`config.mk`:
```
export PLATFORM = sky130hd
export DESIGN_NAME = tps_back
export DESIGN_NICKNAME = d
export VERILOG_FILES = /design/src/hdl/tps_pkg.sv /design/src/hdl/tps_back.sv
export SDC_FILE = /design/constraint.sdc
export NUM_CORES = 1
export LEC_CHECK = 0
export CORE_ASPECT_RATIO = 0.5
export CORE_UTILIZATION = 60
export CTS_CLUSTER_DIAMETER = 100
export DETAILED_ROUTE_END_ITERATION = 16
export DONT_BUFFER_PORTS = 1
export PLACE_DENSITY = 0.79
export SKIP_CTS_REPAIR_TIMING = 1
export SLEW_MARGIN = 20
export SYNTH_ARGS = -nofsm -noshare
export SYNTH_HDL_FRONTEND = slang
export SYNTH_SLANG_ARGS = --single-unit
```
`constraint.sdc`:
```
create_clock -name clk -period 7.6 [get_ports clk]
set_clock_uncertainty 0.1 [all_clocks]
set_input_delay 0.38 -clock clk [delete_from_list [all_inputs] [get_ports clk]]
set_output_delay 0.38 -clock clk [all_outputs]
set_load 0.01 [all_outputs]
```
`src/hdl/tps_pkg.sv`:
```
package tps_pkg;

  // Parameter defaults for the top level.
  localparam int MAX_WIDTH_DEF  = 2048;
  localparam int MAX_HEIGHT_DEF = 4096;

  // Pixel and register widths.
  localparam int PIX_BITS         = 32;
  localparam int CFG_WIDTH_BITS   = 12;
  localparam int CFG_HEIGHT_BITS  = 13;
  localparam int PADDR_BITS       = 3;
  localparam logic [31:0] ALPHA_MASK = 32'hFF000000;

  // Register word indexes, taken from paddr[2].
  localparam logic REG_IMAGE_WIDTH  = 1'b0;
  localparam logic REG_IMAGE_HEIGHT = 1'b1;

  // Depth of the job queue between front and back.
  localparam int QUEUE_DEPTH = 2;

  // Reciprocal scale for the averaging divide.
  localparam int RECIP_SHIFT = 16;
  localparam int RECIP_BITS  = RECIP_SHIFT + 1;

  // One averaging job. Neighbors 0..2 are the row above (left, center, right),
  // 3..5 the row below. A neighbor outside the frame is already zeroed.
  typedef struct packed {
    logic [5:0][PIX_BITS-1:0] nb;
    logic [PIX_BITS-1:0]      own;
    logic                     run_end;
    logic                     frame_end;
  } job_t;

  // Rounded-up 2^16/c for neighbor counts 1..6; zero count gives zero.
  function automatic logic [RECIP_BITS-1:0] recip(input logic [2:0] cnt);
    logic [RECIP_BITS-1:0] r;
    case (cnt)
      3'd1:    r = 17'd65536;
      3'd2:    r = 17'd32768;
      3'd3:    r = 17'd21846;
      3'd4:    r = 17'd16384;
      3'd5:    r = 17'd13108;
      3'd6:    r = 17'd10923;
      default: r = '0;
    endcase
    return r;
  endfunction

endpackage

```
`src/hdl/tps_back.sv`:
```
module tps_back (
  input  logic                         clk,
  input  logic                         rst,
  input  logic                         pop_valid,
  output logic                         pop_ready,
  input  tps_pkg::job_t                pop_job,
  output logic                         m_tvalid,
  input  logic                         m_tready,
  output logic [tps_pkg::PIX_BITS-1:0] m_tdata,
  output logic                         m_tlast,
  output logic                         m_tuser
);
  import tps_pkg::*;

  logic                  s1_valid;
  logic                  s1_pass;
  logic [PIX_BITS-1:0]   s1_own;
  logic [10:0]           s1_r, s1_g, s1_b;
  logic [2:0]            s1_cnt;
  logic                  s1_run_end;
  logic                  s1_frame_end;
  logic                  o_ready;
  logic                  s1_ready;
  logic [10:0]           sum_r, sum_g, sum_b;
  logic [2:0]            sum_cnt;
  logic [RECIP_BITS-1:0] rc;
  logic [27:0]           prod_r, prod_g, prod_b;
  logic [PIX_BITS-1:0]   result;

  assign o_ready   = !m_tvalid || m_tready;
  assign s1_ready  = !s1_valid || o_ready;
  assign pop_ready = s1_ready;

  // Channel sums over the neighbors whose alpha is not zero.
  always_comb begin
    sum_r   = '0;
    sum_g   = '0;
    sum_b   = '0;
    sum_cnt = '0;
    for (int j = 0; j < 6; j++) begin
      if ((pop_job.nb[j] & ALPHA_MASK) != '0) begin
        sum_r   = sum_r + 11'(pop_job.nb[j][23:16]);
        sum_g   = sum_g + 11'(pop_job.nb[j][15:8]);
        sum_b   = sum_b + 11'(pop_job.nb[j][7:0]);
        sum_cnt = sum_cnt + 3'd1;
      end
    end
  end

  // Sum stage.
  always_ff @(posedge clk) begin
    if (rst) begin
      s1_valid <= 1'b0;
    end else if (s1_ready) begin
      s1_valid <= pop_valid;
    end
  end

  always_ff @(posedge clk) begin
    if (s1_ready && pop_valid) begin
      s1_pass      <= ((pop_job.own & ALPHA_MASK) != '0);
      s1_own       <= pop_job.own;
      s1_r         <= sum_r;
      s1_g         <= sum_g;
      s1_b         <= sum_b;
      s1_cnt       <= sum_cnt;
      s1_run_end   <= pop_job.run_end;
      s1_frame_end <= pop_job.frame_end;
    end
  end

  // Mean by reciprocal multiply; a zero count yields zero.
  assign rc     = recip(s1_cnt);
  assign prod_r = 28'(s1_r) * 28'(rc);
  assign prod_g = 28'(s1_g) * 28'(rc);
  assign prod_b = 28'(s1_b) * 28'(rc);
  assign result = s1_pass ? s1_own
                          : {8'h00, prod_r[RECIP_SHIFT +: 8], prod_g[RECIP_SHIFT +: 8],
                             prod_b[RECIP_SHIFT +: 8]};

  // Output register.
  always_ff @(posedge clk) begin
    if (rst) begin
      m_tvalid <= 1'b0;
    end else if (o_ready) begin
      m_tvalid <= s1_valid;
    end
  end

  always_ff @(posedge clk) begin
    if (o_ready && s1_valid) begin
      m_tdata <= result;
      m_tlast <= s1_run_end;
      m_tuser <= s1_frame_end;
    end
  end

endmodule

```
Yosys cells after proc, flatten, opt, wreduce, memory -nomap -nowiden. Cells that the tools add are included.

$add $sub $neg: 20. $mul: 3. Equality and inequality tests: 6. Multiplexer cells: 26. Reductions and logical operators: 13.

Operators by type and width (count): $reduce_bool 32->1 (7); $add 11x8->11 (13); $mux 11 (13); $pmux 17 s6 (1); $mul 11x17->24 (3); $mux 24 (1); $mux 8 (3); $add 8x8->9 (2); $mux 9 (2); $add 3x1->3 const B (5); $mux 3 (5); $eq 3x3->1 const B (3); $eq 3x2->1 const B (2); $eq 3x1->1 const B (1); $logic_and 1x1->1 (2); $logic_not 1->1 (2); $logic_or 1x1->1 (2); $mux 1 (1).

Register bits after elaboration: 107. Bits of input ports: 230. Logic and storage cells: 82.

Logic depth before layout (Yosys ltp).
Depth after elaboration: 12. Depth in mapped cells: 36. Depth with buffers taken out: 35.

Worst setup path after synthesis. No wires, ideal clock.

Path kind: input port to flip-flop. From: input port pop_job[65] (netlist bit). To: register s1_r[10], data pin. Setup time: 267 ps. Data arrival time: 6719 ps. Required time: 7233 ps. Setup slack: 514 ps. Stages on the path: 35. Buffers on the path: 2. Path through: nor4_2 > nand2_1 > clkbuf_1 > clkbuf_1 > and2_1 > ha_1 > nor2b_1 > or2_2 > maj3_1 > xnor2_1 > a21oi_1 > ha_1 > o21a_1 > o31ai_1 > nand2b_1 > a211oi_1 > o21ai_0 > o21ai_0 > inv_1 > ha_1 > or3_1 > a21oi_1 > a21oi_1 > ha_1 > o21ai_0 > a21oi_1 > nor3_1 > or2_2 > ha_1 > inv_1 > o21bai_1 > a21oi_1 > or3_1 > a311oi_2 > xor2_1.

Word-level cells in the longest chain between the ends: 12.

RTL lines: start: declaration (line tps_back.sv:6) `input tps_pkg::job_t pop_job,`; $reduce_bool 32->1 (*) (line tps_back.sv:41) `if ((pop_job.nb[j] & ALPHA_MASK) != '0) begin`; $mux 8 (*) (line tps_back.sv:41); $add 8x8->9 (line tps_back.sv:42) `sum_r = sum_r + 11'(pop_job.nb[j][23:16]);`; $mux 9 (*) (line tps_back.sv:41); $add 11x8->11 (line tps_back.sv:42); $mux 11 (*) (line tps_back.sv:41); $add 11x8->11 (line tps_back.sv:42); $mux 11 (*) (line tps_back.sv:41); $add 11x8->11 (line tps_back.sv:42); $mux 11 (*) (line tps_back.sv:41); $add 11x8->11 (line tps_back.sv:42); $mux 11 (*) (line tps_back.sv:41); named net sum_r[10] (line tps_back.sv:24) `logic [10:0] sum_r, sum_g, sum_b;`; end signal: assignment (line tps_back.sv:63) `s1_r <= sum_r;`; end: declaration (line tps_back.sv:18) `logic [10:0] s1_r, s1_g, s1_b;`.

Mark *: on every way through the listed nets, which the timed path passes. The rest lies on a longest branch. A chain may end at the register's enable or synchronous reset.

Worst setup path after layout.
From: register s1_cnt[0]. To: register m_tdata[23] (netlist bit), data pin.

Word-level cells in the longest chain between the ends: 4. Elaborated cells between the ends (all ways): 9. Classes of those cells: mul: 1; eq/ne: 6; mux: 2.

RTL lines: start: declaration (line tps_back.sv:19) `logic [2:0] s1_cnt;`; start signal: assignment (line tps_back.sv:66) `s1_cnt <= sum_cnt;`; $eq 3x3->1, or another cell as far along (line tps_pkg.sv:37) `case (cnt)`; $pmux 17 s6 (*) (line tps_pkg.sv:37); $mul 11x17->24 (*) (line tps_back.sv:74) `assign prod_r = 28'(s1_r) * 28'(rc);`; $mux 24 (*) (line tps_back.sv:77) `assign result = s1_pass ? s1_own`; named net result[23] (line tps_back.sv:28) `logic [PIX_BITS-1:0] result;`; end signal: assignment (line tps_back.sv:92) `m_tdata <= result;`; end: declaration (line tps_back.sv:9) `output logic [tps_pkg::PIX_BITS-1:0] m_tdata,`.

Marked as above.

==> impl_metrics.csv <==
group,metric,value,unit
run_status,status,"completed",
flow_run,maxCapViolCount,0,
sta,maxSlewViolCount,0,
worst_setup_path,rr_worst_depth,22,
cts,cts_tree,"yes",
sta,setup_violations,0,
floorplan,die_h,141,um
sta,relSlewSlack,25.7,%
min_path,hold_path.class,"input pin to register",
cts,root_buffer,"clkbuf_16",
worst_setup_path,endpoint_kind,"register",
floorplan,ios,266,
cts,clk_pin_slew,0.07,ns
min_path,whs_path_depth,0,
worst_setup_path,max_stage_delay,0.63,ns
worst_setup_path,slowest_stage,"fa_1",
route,post_drt_wl_per_cell,18.5,um
global_route,grt_use_total,29.4,%
route,wirelength,56700,um
floorplan,std_cell_rows,50,
worst_setup_path,required,7.61,ns
placement,port_buffers,0,
worst_setup_path,critPathMostFrequentCell,"fa_1",
global_route,grt-ovfl-total,0,
yosys,synth_edf_count,105,
sta,fmax,136,MHz
sta,worst_pin_slew,1.11,ns
sta,fin_setup_tns,0,ns
global_route,grt_pass1_wl,91100,um
yosys,syn_area,23200,um^2
worst_setup_path,reg2reg_from,"s1_cnt[0]",
yosys,synth_nets,3360,
sta,min_period,7.33,ns
yosys,synth_warnings,0,
sta,hold_viol_final,0,
cts,cts_buffers,9,
cts,ctsHtreeMaxLevel,3,
global_route,grt_max_degree,72,
worst_setup_path,r2r_setup_slack,0.27,ns
placement,gp_congestion,0.983,
worst_setup_path,setup.worst_path.start_class,"register",
route,drtIter0Drc,1099,
route,vias,17400,
floorplan,core_area,37700,um^2
route,drt_pass1_iterations,5,
cts,insertion_delay,0.35,ns
yosys,ys_seq_elements,107,
global_route,grt_pass1_vias,17800,
worst_setup_path,critPathKind,"register to register",
cts,clk_path_buf_depth,2,
floorplan,start_util,61.5,%
cells_and_area,final_common_cell,"inv_1",
cells_and_area,drive_gt1_share,5.17,%
sta,period_share,96.4,%
worst_setup_path,cp_cell_sequence,"buf_4, xor2_2, and2_1, nand2_1, fa_1, inv_1, fa_1, inv_1, fa_1, fa_1, fa_1, inv_1, ha_1, and4_1, nand3_1, o221ai_1, o21ba_2, o41a_1, a211oi_1, o21ba_2, xnor2_1, mux2_2",
min_path,hold_start,"pop_job[5]",
placement,dpl.hpwl,48100,um
route,antenna_left,0,
sta,rsz0062_at_grt,"no",
cells_and_area,nNetsFinal,3369,
min_path,holdPathEnd,"s1_own[3]",
worst_setup_path,crit_path_max_fanout,8,
worst_setup_path,timing.rr.end,"m_tdata[23]",
yosys,synthCells,2522,
cells_and_area,final_cell_mix,"inv_1 (493), fa_1 (348), ha_1 (260)",
cts,cts_sinks,107,
cells_and_area,syn2layout_area_growth,5.54,%
route,drc,0,
route,vias_per_cell,5.68,
floorplan,die_w,280,um
yosys,synth.avg_cell_area,9.19,um^2
worst_setup_path,critPathArrivalTime,7.34,ns
yosys,synthFlopType,"edfxtp_1",
floorplan,dieArea,39500,um^2
yosys,ys_seq_area_share,13.8,%
yosys,synthArstFlopShare,0,%
global_route,antenna_found_initial,1,
yosys,ys_types,72,
==> worst max-delay path: cells and delay by family (launching register included) <==
kind / cells / cell delay [ns]
simple gates: 4 / 0.83
mux: 1 / 0.26
compound gates: 5 / 1.52
fa+ha+maj: 6 / 2.94
flops: 1 / 0.58
xor+xnor: 2 / 0.43
buf+inv: 4 / 0.39
==> cell families after synthesis <==
kind of cell | count (synthesis) | share of synthesized area, %
and+or+nand+nor | 651 | 14.1
buffers and inverters | 561 | 9.10
DFF | 107 | 13.8
AOI/OAI and AO/OA | 405 | 11.2
muxes | 50 | 2.38
xor gates and xnor gates | 134 | 5.06
adders and majority gates | 614 | 44.3
==> routing by layer <==
layer	track usage (%)	vias to the layer above	share of wire [%]
met1	38.4	8488	42
met2	49.7	590	48
met5	0	-	0
li1	-	8207	-
met3	6.88	84	8.0
met4	6.84	0	2.4
==> synthesized netlist by cell type (10+ instances only) <==
cell	count	share of area [%]
a211oi_1	23	0.74
a21o_1	42	1.4
a21oi_1	113	2.4
and2_1	147	4.0
and3_1	53	1.4
clkbuf_1	62	1.0
edfxtp_1	105	14
fa_1	348	30
ha_1	260	14
inv_1	493	8.0
mux2_2	42	2.0
nand2_1	197	3.2
nand2b_1	10	0.27
nand3_1	17	0.37
nor2_1	118	1.9
nor2b_1	33	0.89
nor3_1	28	0.60
nor4_1	17	0.46
o21a_1	27	0.87
o21ai_0	102	2.2
o21bai_1	19	0.62
o31a_1	10	0.38
o31ai_1	12	0.39
xnor2_1	89	3.4
xor2_1	45	1.7
==> area by class of cell <==
| type | instances | area (um^2) |
|---|---|---|
| Multi-Input combinational cell | 1854 | 17900 |
| Fill cell | 3066 | 13300 |
| Sequential cell | 107 | 3190 |
| Inverter | 494 | 1850 |
| Tap cell | 520 | 651 |
| Timing Repair Buffer | 65 | 563 |
| Clock buffer | 9 | 225 |
| Clock inverter | 7 | 67.6 |
| Antenna cell | 1 | 2.50 |
==> stage by stage <==
stage	worst slack (ns)	utilization (%)	hold slack (ns)	cells	area, um^2
CTS	0.245	64.2	-0.0223	3029	24200
global placement	0.282	63.4	0.305	3013	23900
finish	0.273	64.9	0.0163	3057	24500
global route	0.0135	64.9	0.00133	3057	24500
detailed placement	0.0831	63.4	0.337	3013	23900
floorplan	0.514	-	0.300	2522	23200
==> worst max path at each step <==
| stage | start | end | slack, ns | cells past startpoint |
|---|---|---|---|---|
| 2_1_floorplan | pop_job[65] | s1_r[10] | 0.51 | 35 |
| 5_1_grt | pop_job[59] | s1_r[10] | 0.01 | 35 |
| 6_report | s1_cnt[0] | m_tdata[23] | 0.27 | 22 |
| 3_5_place_dp | pop_job[59] | s1_r[10] | 0.08 | 35 |
| 4_1_cts | s1_cnt[0] | m_tdata[23] | 0.24 | 22 |
| 3_3_place_gp | pop_job[59] | s1_r[10] | 0.28 | 35 |
==> sequential cells by signal (all words and copies together), names as in the netlist <==
name	flops
s1_g	11
s1_run_end	1
m_tuser	1
m_tdata	32
s1_own	32
s1_frame_end	1
s1_cnt	3
s1_b	11
m_tvalid	1
s1_r	11
s1_pass	1
m_tlast	1
s1_valid	1
Power is left out: the tool's default activity adds up to more than one toggle a clock period on the data nets, which glitch-free logic cannot reach.
