[src/hdl/tps_pkg.sv]
package tps_pkg;

  // Parameter defaults for the top level.
  localparam int MAX_WIDTH_DEF  = 2048;
  localparam int MAX_HEIGHT_DEF = 4096;

  // Pixel and register widths.
  localparam int PIX_BITS         = 32;
  localparam int CFG_WIDTH_BITS   = 12;
  localparam int CFG_HEIGHT_BITS  = 13;
  localparam int PADDR_BITS       = 3;
  localparam logic [31:0] ALPHA_MASK = 32'hFF000000;

  // Register word indexes, taken from paddr[2].
  localparam logic REG_IMAGE_WIDTH  = 1'b0;
  localparam logic REG_IMAGE_HEIGHT = 1'b1;

  // Depth of the job queue between front and back.
  localparam int QUEUE_DEPTH = 2;

  // Reciprocal scale for the averaging divide.
  localparam int RECIP_SHIFT = 16;
  localparam int RECIP_BITS  = RECIP_SHIFT + 1;

  // One averaging job. Neighbors 0..2 are the row above (left, center, right),
  // 3..5 the row below. A neighbor outside the frame is already zeroed.
  typedef struct packed {
    logic [5:0][PIX_BITS-1:0] nb;
    logic [PIX_BITS-1:0]      own;
    logic                     run_end;
    logic                     frame_end;
  } job_t;

  // Rounded-up 2^16/c for neighbor counts 1..6; zero count gives zero.
  function automatic logic [RECIP_BITS-1:0] recip(input logic [2:0] cnt);
    logic [RECIP_BITS-1:0] r;
    case (cnt)
      3'd1:    r = 17'd65536;
      3'd2:    r = 17'd32768;
      3'd3:    r = 17'd21846;
      3'd4:    r = 17'd16384;
      3'd5:    r = 17'd13108;
      3'd6:    r = 17'd10923;
      default: r = '0;
    endcase
    return r;
  endfunction

endpackage

[src/hdl/tps_queue.sv]
module tps_queue (
  input  logic          clk,
  input  logic          rst,
  input  logic          push,
  output logic          push_ready,
  input  tps_pkg::job_t push_job,
  output logic          pop_valid,
  input  logic          pop_ready,
  output tps_pkg::job_t pop_job
);
  import tps_pkg::*;

  localparam int PW = (QUEUE_DEPTH > 1) ? $clog2(QUEUE_DEPTH) : 1;
  localparam int CW = $clog2(QUEUE_DEPTH + 1);

  job_t          slots [QUEUE_DEPTH];
  logic [PW-1:0] wr_ptr;
  logic [PW-1:0] rd_ptr;
  logic [CW-1:0] count;
  logic          do_push;
  logic          do_pop;

  assign push_ready = (count != CW'(QUEUE_DEPTH));
  assign pop_valid  = (count != '0);
  assign pop_job    = slots[rd_ptr];
  assign do_push    = push && push_ready;
  assign do_pop     = pop_valid && pop_ready;

  // Job storage.
  always_ff @(posedge clk) begin
    if (do_push) begin
      slots[wr_ptr] <= push_job;
    end
  end

  // Pointers and fill count.
  always_ff @(posedge clk) begin
    if (rst) begin
      wr_ptr <= '0;
      rd_ptr <= '0;
      count  <= '0;
    end else begin
      if (do_push) begin
        wr_ptr <= (wr_ptr == PW'(QUEUE_DEPTH - 1)) ? '0 : wr_ptr + PW'(1);
      end
      if (do_pop) begin
        rd_ptr <= (rd_ptr == PW'(QUEUE_DEPTH - 1)) ? '0 : rd_ptr + PW'(1);
      end
      if (do_push && !do_pop) begin
        count <= count + CW'(1);
      end else if (do_pop && !do_push) begin
        count <= count - CW'(1);
      end
    end
  end

endmodule

[config.mk]
export PLATFORM = sky130hd
export DESIGN_NAME = tps_queue
export DESIGN_NICKNAME = d
export VERILOG_FILES = /design/src/hdl/tps_pkg.sv /design/src/hdl/tps_queue.sv
export SDC_FILE = /design/constraint.sdc
export NUM_CORES = 1
export LEC_CHECK = 0
export BUFFER_PORTS_ARGS = -buffer_cell sky130_fd_sc_hd__clkbuf_2
export CORE_ASPECT_RATIO = 1.4
export CORE_MARGIN = 4
export CORE_UTILIZATION = 23
export DETAILED_ROUTE_END_ITERATION = 16
export PLACE_DENSITY = 0.4
export REMOVE_ABC_BUFFERS = 1
export SLEW_MARGIN = 10
export SYNTH_ARGS = -nofsm -noshare
export SYNTH_HDL_FRONTEND = slang
export SYNTH_SLANG_ARGS = --single-unit
[constraint.sdc]
create_clock -name clk -period 20.2 [get_ports clk]
set_input_delay 3.03 -clock clk [delete_from_list [all_inputs] [get_ports clk]]
set_output_delay 3.03 -clock clk [all_outputs]
set_load 0.05 [all_outputs]
# After elaboration in Yosys (flattened, before gate mapping)
# Memory sizes are Yosys's and may differ from the RTL's. A register that Yosys moved wholly into a read port is not among the register bits.
# Index checks and enable logic that the tools add are counted.
# totals
ff_bits	4
latchBits	0
mem_bits_rw	452
romBits	0
inputBits	230
out_inout_bits	228
word_cells	25
memories	1
# op_classes
addsub	4
mul	0
div_mod_pow	0
magnitude_cmp	0
eq_ne	1
n_shift	0
muxes	8
n_bitwise	0
n_reduce_logical	8
# mem_list
memory	words	word_bits	read_ports	rd_clocked_by_memory_dff	wr	line_no	text
slots	2	226	1	1	1	tps_queue.sv:16	job_t slots [QUEUE_DEPTH];
# ops
cell	count
$mux 1	6
$logic_and 1x1->1	4
$mux 2	2
$reduce_bool 2->1	2
$add 1x1->1 const B	2
$add 2x1->2 const B	1
$logic_not 1->1	2
$ne 2x2->1 const B	1
$sub 2x1->2 const B	1

# Longest topological paths before layout
# Gate-level depths: netlist (run 1).
# logic_depth
depth_word	6
depth_mapped	6
mapped_depth_nobuf	6

# Worst setup path after synthesis (run 1)
# No wires, ideal clock.
# synth_timing
path_type	input -> register
start	input port push
end	memory slots[1][0] in the netlist's numbering (enable)
setup_ns	0.616
t_arrival_ns	8.235
required_ns	19.584
path_slack_ns	11.349
path_stages	1
n_path_buf	0
cell_sequence	and3_1
# synth_via
elab_chain_len	3
# synth_lines
item	line_no	text
from (decl)	tps_queue.sv:4	input logic push,
$logic_and 1x1->1	tps_queue.sv:26	assign do_push = push && push_ready;
$mux 1	tps_queue.sv:31	if (do_push) begin
$mux 1 (not written as such)	tps_queue.sv:32	slots[wr_ptr] <= push_job;
to (decl)	tps_queue.sv:16	
# No other way between the ends.

==> results.tsv, run 1 <==
stage	metric	value	unit
run_status	outcome	completed	
power	internal power	2.01	mW
yosys	post-synth top area cell	edfxtp_1	
placed_design	# port buffers	457	
floorplanning	die area	78800	um^2
final_layout	synth-to-layout area growth	28.5	%
cts	Clock Latency Late Sink	570	ps
timing	clock skew	11.2	ps
timing	Least-Margin Pin Slew	1050	ps
timing	minimum clock period	6530	ps
route	initial DRC count	288	
power	Pwr Total	3.20	mW
cts	clk sinks	457	
floorplanning	core area	73800	um^2
yosys	distinct cell type count after synthesis	19	
worst_setup_path	worst-path fanout max	47	
yosys	post-synthesis register bit count	457	
route	Routed WL	43100	um
placed_design	placed cell count	2127	
global_route	largest net degree at the start of global routing	156	
global_route	first-pass GRT wire length	61200	um
worst_setup_path	crit path DAT	3500	ps
yosys	top_reg_cell synth	edfxtp_1	
yosys	most common cell in the netlist	edfxtp_1	
worst_setup_path	RR Endpoint	slots[0][46]	
route	Pre-Repair DR Iteration Count	4	
run	MaxCap Viol Count	0	
final_layout	share of cells above drive strength 1	0.608	
final_layout	multi-input logic area	3190	um^2
floorplanning	Site Rows	118	
power	Sw Ratio	0.373	
final_layout	Layout Cells excl Fill	2217	
cts	Clock Root Buffer	clkbuf_16	
cts	number of H-tree levels	2	
timing	Slew Limit Fails	0	
cts	CTS Hold Bufs	0	
global_route	antenna violations before repair	5	
cts	Setup Fix Bufs, Post-CTS	0	
worst_setup_path	kind of critical path	flop to output pin	
floorplanning	# IOs	458	
power	Leak Pwr	8.32	nW
power	clock share of power	0.267	
cts	TritonCTS buffer count	49	
timing	RSZ-0062 raised after global routing	false	
yosys	Post-synth EDFFs	452	
worst_setup_path	worst endpoint required time	17170	ps
route	post-route ant nets	0	
yosys	area share of the largest cell type after synthesis	0.794	
route	vias per inst	3.84	
yosys	post-synthesis cell area	17100	um^2
yosys	synth warn	0	
hold_path	hold depth	2	
placed_design	final RePlAce weighted congestion	0.715	
placed_design	Final HPWL DP	30100	um
hold_path	Worst Hold Class	flop to flop	
power	Seq pwr share	0.384	
global_route	GRT Resource Usage Total	0.104	
cts	Clock Path Buffers	3	
placed_design	Placement Cell Area	20400	um^2
worst_setup_path	R2R setup slack	17420	ps
timing	fin crit share	0.323	
yosys	Synth Instances	727	
yosys	top post-synthesis cells by count	edfxtp_1, mux2_4, mux2_2	
final_layout	Design Area, Final	22000	um^2
yosys	Synth async-reset ratio	0	
final_layout	fin nets	1449	
cts	clock-pin slew on the worst setup and hold paths	60	ps
yosys	Synth area leaders	edfxtp_1, mux2_4, mux2_2	
floorplanning	Initial Utilization	0.232	
power	Power Density	146	nW/um^2
route	vias	8518	
power	worst vdd ir	71.0	uV
hold_path	Worst Hold Launch	rd_ptr	
timing	final hold vios	0	
global_route	vias in the first global route	9187	
timing	# setup viols final	0	
floorplanning	chip height	331	um
worst_setup_path	CP Launch Type	flop	
cts	post_cts resized	0	
timing	Fmax achieved	153	MHz
timing	TNS Setup	0	ps
route	Avg WL per Cell	19.4	um
cts	CTS tree	yes	
power	Net Sw Power	1.19	mW
worst_setup_path	CP endpoint kind	output pin	
global_route	GR Overflow Total	0	
timing	max_slew headroom	0.302	
route	DRC	0	
floorplanning	die width	238	um
final_layout	Seq. cell area	13700	um^2
yosys	Seq/Total Area, Yosys	0.800	
worst_setup_path	R2R depth	4	
yosys	syn_area_per_cell	23.5	um^2
power	combinational fraction of design power	0.349	
worst_setup_path	RR Startpoint	count[0]	
final_layout	fillers	7397	
## how the worst max path moves through the flow
stage / from / end
floorplan: flop / pop_job[0]
global placement: flop / pop_job[3]
detailed placement: flop / pop_job[3]
CTS: flop / pop_job[3]
global route: flop / pop_job[3]
finish: flop / pop_job[3]
## final cells by class
cell class,count,share of cell area
Timing Repair Buffer,465,0.107
Tap cell,960,0.0547
Clock inverter,23,0.00877
Antenna cell,3,0.000342
Multi-Input combinational cell,244,0.145
Clock buffer,64,0.0603
Sequential cell,457,0.623
Inverter,1,0.000513
## metal layers
metal,up-vias,track usage,part of all wire
met5,-,0,0.00049
met4,4,0.0332,0.025
met3,59,0.0361,0.076
met2,291,0.193,0.54
met1,4265,0.110,0.36
li1,3899,-,-
## flip-flops by register name (all words and copies together), names as in the netlist, named ones only
register  flops
count         2
rd_ptr        1
slots       452
wr_ptr        1
## cells by family (layout without fill, tap and decap cells)
logic type / Yosys count / in the layout / share of synthesized area
fa+ha+maj: 1 / 1 / 0.000732
flops: 457 / 457 / 0.800
buf+inv: 26 / 553 / 0.0138
simple gates: 9 / 9 / 0.00293
other cells: 0 / 3 / 0
xor+xnor: 3 / 3 / 0.00154
mux: 226 / 226 / 0.180
compound gates: 5 / 5 / 0.00176
## power groups by stage
stage / sequential [mW] / combinational [mW] / clock [mW]
2_1_floorplan: 1.31 / 0.925 / 0
3_3_place_gp: 1.25 / 1.15 / 0
3_5_place_dp: 1.25 / 1.15 / 0
4_1_cts: 1.23 / 1.15 / 0.896
5_1_grt: 1.24 / 1.17 / 0.937
6_report: 1.23 / 1.12 / 0.855
## layout by cell type (no fill, tap or decap)
cell type	synthesis	final
buf_12	0	1
mux2_2	86	86
mux2_4	140	140
clkinv_1	0	8
ha_1	1	1
clkinvlp_4	0	1
diode_2	0	3
clkinv_2	0	9
or2_2	1	1
buf_4	0	7
xor2_1	3	3
and2_1	1	1
bufinv_16	0	3
dfxtp_1	5	4
o21ai_0	2	2
dfxtp_4	0	1
clkbuf_1	0	13
a21oi_1	2	2
nand2b_1	1	1
and3_4	0	1
or3_1	1	1
a21bo_2	1	1
inv_8	0	2
clkbuf_16	0	51
inv_6	0	1
clkbuf_2	0	457
nand3b_1	1	1
nor2_1	3	3
edfxtp_1	452	452
## critical path, cell delays in order, from the launching register on
cell	delay (ps)
dfxtp_4	780
buf_4	710
buf_4	640
mux2_2	410
clkbuf_2	240
## per-stage QoR
stage               hold slack, ps  setup WS, ps  utilization
floorplan                      471          8850            -
global placement               482         14210        0.277
detailed placement             486         14160        0.277
CTS                            502         13500        0.297
global route                   538         13420        0.298
finish                         497         13670        0.298
Power figures use the tool's default switching activity.
==> run 2, diff against run 1 <==
==> constraint.sdc (replaced) <==
create_clock -name clk -period 6.62 [get_ports clk]
set_input_delay 0.993 -clock clk [delete_from_list [all_inputs] [get_ports clk]]
set_output_delay 0.993 -clock clk [all_outputs]
set_load 0.05 [all_outputs]
==> results.tsv, run 2 (synthesis results as in run 1) <==
stage	metric	value	unit	change
run_status	outcome	completed		unchanged
final_layout	most common library cell in the layout ignoring fill and taps	clkbuf_2		unchanged
final_layout	synth-to-layout area growth	28.4	%	was 28.5%
floorplanning	core area	73800	um^2	unchanged
power	Leak Pwr	8.31	nW	was 8.32 nW
run	MaxCap Viol Count	0		unchanged
final_layout	Layout Cells excl Fill	2212		was 2,217
placed_design	Final HPWL DP	28200	um	was 30,100 um
power	clock share of power	0.266		was 0.267
timing	clock skew	18.1	ps	was 11.2 ps
route	post-route ant nets	0		unchanged
power	Power Density	444	nW/um^2	was 146 nW/um^2
worst_setup_path	CP Launch Type	flop		unchanged
cts	post_cts resized	0		unchanged
cts	Setup Fix Bufs, Post-CTS	0		unchanged
cts	Clock Path Buffers	3		unchanged
route	Avg WL per Cell	19.0	um	was 19.4 um
power	internal power	6.09	mW	was 2.01 mW
worst_setup_path	RR Endpoint	slots[0][99]		was slots[0][46]
worst_setup_path	crit path DAT	2930	ps	was 3500 ps
floorplanning	die area	78800	um^2	unchanged
placed_design	final RePlAce weighted congestion	0.703		was 0.715
cts	clk sinks	457		unchanged
cts	Clock Root Buffer	clkbuf_16		unchanged
route	vias per inst	3.85		was 3.84
floorplanning	Initial Utilization	0.232		unchanged
worst_setup_path	critical path's slowest cell	dfxtp_4		unchanged
power	Sw Ratio	0.376		was 0.373
route	Routed WL	42000	um	was 43,100 um
route	Pre-Repair DR Iteration Count	4		unchanged
placed_design	dpl ws	3310	ps	was 14,160 ps
timing	max_slew headroom	0.368		was 0.302
hold_path	hold path endpoint	rd_ptr		
global_route	GRT Resource Usage Total	0.101		was 0.104
cts	CTS Hold Bufs	0		unchanged
hold_path	Worst Hold Class	flop to flop		unchanged
floorplanning	Site Rows	118		unchanged
global_route	first-pass GRT wire length	60100	um	was 61,200 um
worst_setup_path	CP peak stage delay	820	ps	was 780 ps
power	worst vdd ir	364	uV	was 71.0 uV
worst_setup_path	R2R setup slack	3920	ps	was 17,420 ps
worst_setup_path	kind of critical path	flop to output pin		unchanged
cts	Clock Latency Late Sink	580	ps	was 570 ps
timing	minimum clock period	3920	ps	
power	Seq pwr share	0.383		was 0.384
placed_design	# port buffers	457		unchanged
route	initial DRC count	342		was 288
cts	CTS tree	yes		unchanged
timing	final hold vios	0		unchanged
worst_setup_path	CP endpoint kind	output pin		unchanged
floorplanning	# IOs	458		unchanged
worst_setup_path	RR Startpoint	count[0]		unchanged
global_route	vias in the first global route	9153		was 9,187
floorplanning	die width	238	um	unchanged
cts	number of H-tree levels	2		unchanged
final_layout	most frequent cells in the layout	clkbuf_2, edfxtp_1, mux2_4, mux2_2, clkbuf_16		unchanged
timing	Slew Limit Fails	0		unchanged
timing	TNS Setup	0	ps	unchanged
timing	Fmax achieved	255	MHz	
worst_setup_path	worst endpoint required time	5630	ps	was 17,170 ps
cts	TritonCTS buffer count	47		was 49
hold_path	hold depth	2		unchanged
power	Pwr Total	9.76	mW	was 3.20 mW
final_layout	number of flip-flops in the largest register	452		unchanged
global_route	antenna violations before repair	3		was 5
power	combinational fraction of design power	0.351		was 0.349
cts	clock-pin slew on the worst setup and hold paths	60	ps	about the same
route	vias	8520		was 8,518
final_layout	Top Registers	slots: 452 flops, count: 2 flops		unchanged
timing	final setup margin	2700	ps	was 13,670 ps
global_route	largest net degree at the start of global routing	129		was 156
worst_setup_path	worst-path fanout max	100		was 47
global_route	GR Overflow Total	0		unchanged
timing	# setup viols final	0		unchanged
timing	RSZ-0062 raised after global routing	false		unchanged
power	Net Sw Power	3.66	mW	was 1.19 mW
timing	fin crit share	0.593		
timing	Least-Margin Pin Slew	948	ps	was 1050 ps
final_layout	fin nets	1445		was 1,449
final_layout	largest reg by FF count	slots		unchanged
placed_design	placed cell count	2125		was 2,127
route	DRC	0		unchanged
floorplanning	chip height	331	um	unchanged
hold_path	Worst Hold Launch	rd_ptr		unchanged
worst_setup_path	crit-path cells	buf_12 -> mux2_2 -> clkbuf_2		was buf_4 -> buf_4 -> mux2_2 -> clkbuf_2
worst_setup_path	R2R depth	4		unchanged
final_layout	share of cells above drive strength 1	0.609		was 0.608
## run 2: cell types whose count changed in the layout (fill, tap and decap cells not counted), moves of 2 or more
cell	delta
inv_6	+2
clkbuf_8	+3
buf_12	+3
clkbuf_1	-3
clkbuf_16	-3
buf_4	-5
## run 2: final cells by class
type,instances,area (um^2)
clock inverters,24,210
diodes,2,5.00
multi-input cells,244,3190
fillers,7411,51900
clock buffers,61,1280
inverters,1,11.3
well taps,960,1200
flip-flops and latches,457,13700
repair buffers,463,2380
## run 2: worst max path at each step
stage               slack (ps)     endpoint  startpoint
floorplan                -2700   pop_job[0]        flop
global placement          3330  pop_job[43]        flop
detailed placement        3310   pop_job[5]        flop
CTS                       2640   pop_job[5]        flop
global route              2560  pop_job[50]        flop
finish                    2700  pop_job[50]        flop
## run 2: per-layer routing
| metal | track usage | part of all wire | up-vias |
|---|---|---|---|
| met2 | 0.181 | 0.53 | 284 |
| met3 | 0.0372 | 0.080 | 62 |
| met4 | 0.0377 | 0.031 | 0 |
| li1 | - | - | 3891 |
| met1 | 0.110 | 0.36 | 4283 |
| met5 | 0 | 0 | - |
## run 2: power groups by stage
stage / logic (mW) / registers (mW) / clock network, mW
3_5_place_dp: 3.50 / 3.81 / 0
6_report: 3.43 / 3.74 / 2.59
2_1_floorplan: 2.82 / 4.00 / 0
3_3_place_gp: 3.51 / 3.79 / 0
5_1_grt: 3.60 / 3.77 / 2.83
4_1_cts: 3.51 / 3.75 / 2.71
## run 2: worst max-delay path, delay by kind of cell, from the launching register on
kind / cells / cell delay [ps]
DFF: 1 / 820
buffers and inverters: 2 / 840
muxes: 1 / 420
## run 2: metrics by stage
stage                     hold WS, ps  area, um^2  utilization
final                             511       22000        0.297
after detailed placement          503       20500        0.277
after floorplan                   471       16900            -
after CTS                         516       22000        0.297
after global routing              544       22000        0.297
after global placement            489       20500        0.277
==> run 3, diff against run 2 <==
--- a/config.mk
+++ b/config.mk
@@ -10,7 +10,7 @@
 export CORE_MARGIN = 4
 export CORE_UTILIZATION = 23
 export DETAILED_ROUTE_END_ITERATION = 16
-export PLACE_DENSITY = 0.4
+export PLACE_DENSITY = 0.42
 export REMOVE_ABC_BUFFERS = 1
 export SLEW_MARGIN = 10
 export SYNTH_ARGS = -nofsm -noshare
==> constraint.sdc (replaced) <==
create_clock -name clk -period 3.29 [get_ports clk]
set_input_delay 0.4935 -clock clk [delete_from_list [all_inputs] [get_ports clk]]
set_output_delay 0.4935 -clock clk [all_outputs]
set_load 0.05 [all_outputs]
==> results.tsv, run 3 (synthesis results as in run 1) <==
stage	metric	value	unit	change
floorplanning	# IOs	458		unchanged
run_status	outcome	completed		unchanged
final_layout	synth-to-layout area growth	29.2	%	was 28.4%
final_layout	Design Area, Final	22100	um^2	was 22,000 um^2
timing	final hold vios	0		unchanged
route	vias per inst	3.83		was 3.85
power	worst vdd ir	463	uV	was 364 uV
cts	clk sinks	457		unchanged
final_layout	fin nets	1465		was 1,445
cts	Setup Fix Bufs, Post-CTS	0		unchanged
worst_setup_path	R2R depth	4		unchanged
worst_setup_path	CP endpoint kind	output pin		unchanged
route	Routed WL	42400	um	was 42,000 um
route	vias	8542		was 8,520
cts	Clock Latency Late Sink	570	ps	was 580 ps
worst_setup_path	RR Startpoint	count[0]		unchanged
hold_path	Worst Hold Launch	push_job[47]		was rd_ptr
timing	Slew Limit Fails	0		unchanged
route	initial DRC count	372		was 342
cts	clock-pin slew on the worst setup and hold paths	60	ps	about the same
placed_design	dpl ws	1040	ps	was 3310 ps
timing	final setup margin	484	ps	was 2700 ps
worst_setup_path	crit path DAT	2310	ps	was 2930 ps
hold_path	Worst Hold Class	primary input to flop		was flop to flop
timing	RSZ-0062 raised after global routing	false		unchanged
placed_design	final RePlAce weighted congestion	0.727		was 0.703
floorplanning	die area	78800	um^2	unchanged
worst_setup_path	WP buf/inv	2		unchanged
cts	Clock Root Buffer	clkbuf_16		unchanged
timing	TNS Setup	0	ps	unchanged
worst_setup_path	R2R setup slack	1200	ps	was 3920 ps
cts	CTS tree	yes		unchanged
route	DRC	0		unchanged
timing	# setup viols final	0		unchanged
floorplanning	core area	73800	um^2	unchanged
timing	clock skew	12.6	ps	was 18.1 ps
global_route	GRT Resource Usage Total	0.102		was 0.101
final_layout	Layout Cells excl Fill	2229		was 2,212
timing	Least-Margin Pin Slew	649	ps	was 948 ps
timing	Fmax achieved	356	MHz	
worst_setup_path	Worst path top cell family by delay	buffers and inverters		unchanged
timing	minimum clock period	2810	ps	
route	post-route ant nets	0		unchanged
hold_path	hold path endpoint	slots[0][47]		was rd_ptr
final_layout	number of flip-flops in the largest register	452		unchanged
power	Power Density	878	nW/um^2	was 444 nW/um^2
global_route	antenna violations before repair	1		was 3
placed_design	# port buffers	457		unchanged
worst_setup_path	RR Endpoint	slots[0][98]		was slots[0][99]
worst_setup_path	crit-path cells	buf_12 -> mux2_4 -> clkbuf_2		was buf_12 -> mux2_2 -> clkbuf_2
power	Leak Pwr	8.38	nW	was 8.31 nW
worst_setup_path	kind of critical path	flop to output pin		unchanged
worst_setup_path	worst-path fanout max	68		was 100
final_layout	Top Registers	slots: 452 flops, count: 2 flops		unchanged
hold_path	hold depth	1		was 2
cts	TritonCTS buffer count	46		was 47
cts	number of H-tree levels	2		unchanged
cts	CTS Hold Bufs	0		unchanged
final_layout	most frequent cells in the layout	clkbuf_2, edfxtp_1, mux2_4, mux2_2, clkbuf_16		unchanged
global_route	first-pass GRT wire length	59900	um	was 60,100 um
cts	Clock Path Buffers	3		unchanged
global_route	largest net degree at the start of global routing	69		was 129
global_route	GR Overflow Total	0		unchanged
worst_setup_path	CP Launch Type	flop		unchanged
worst_setup_path	worst endpoint required time	2800	ps	was 5630 ps
run	MaxCap Viol Count	0		unchanged
worst_setup_path	critical path's slowest cell	dfxtp_4		unchanged
final_layout	largest reg by FF count	slots		unchanged
placed_design	placed cell count	2146		was 2,125
global_route	vias in the first global route	9291		was 9,153
floorplanning	chip height	331	um	unchanged
timing	final hold slack	110	ps	was 511 ps
final_layout	share of cells above drive strength 1	0.611		was 0.609
route	Avg WL per Cell	19.0	um	about the same
worst_setup_path	CP peak stage delay	560	ps	was 820 ps
floorplanning	Site Rows	118		unchanged
placed_design	Placement Cell Area	20700	um^2	was 20,500 um^2
route	Pre-Repair DR Iteration Count	4		unchanged
final_layout	most common library cell in the layout ignoring fill and taps	clkbuf_2		unchanged
placed_design	Final HPWL DP	30300	um	was 28,200 um
cts	post_cts resized	0		unchanged
timing	fin crit share	0.853		
floorplanning	Initial Utilization	0.232		unchanged
floorplanning	die width	238	um	unchanged
timing	max_slew headroom	0.567		was 0.368
run 3: final cells by class:
| cell class | count | area, um^2 |
|---|---|---|
| Antenna cell | 1 | 2.50 |
| Clock buffer | 64 | 1280 |
| Clock inverter | 18 | 86.3 |
| Fill cell | 7428 | 51700 |
| Inverter | 1 | 11.3 |
| Multi-Input combinational cell | 244 | 3190 |
| Sequential cell | 457 | 13700 |
| Tap cell | 960 | 1200 |
| Timing Repair Buffer | 484 | 2640 |
run 3: how the worst max path moves through the flow:
stage	depth (start not counted)	from	endpoint
after floorplan	1	flop	pop_job[0]
after global placement	3	flop	pop_job[38]
after detailed placement	3	flop	pop_job[56]
after CTS	3	flop	pop_job[38]
after global routing	3	flop	pop_job[205]
final	3	flop	pop_job[115]
run 3: report_power, final:
group	switching (mW)	total (mW)	internal, mW
combinational	5.00	7.12	2.12
sequential	0.198	7.46	7.26
clock	2.11	4.82	2.71
run 3: per-stage QoR:
| step | total power [mW] | util |
|---|---|---|
| after detailed placement | 14.9 | 0.281 |
| final | 19.4 | 0.299 |
| after floorplan | 12.5 | - |
| after CTS | 19.9 | 0.299 |
| after global routing | 20.3 | 0.299 |
| after global placement | 14.9 | 0.281 |
run 3: metal layers:
layer / GRT usage / up-vias / wire [um]
met4: 0.0365 / 0 / 1180
met2: 0.194 / 287 / 23500
met1: 0.105 / 4276 / 14900
li1: - / 3919 / -
met5: 0 / - / 0
met3: 0.0290 / 60 / 2900
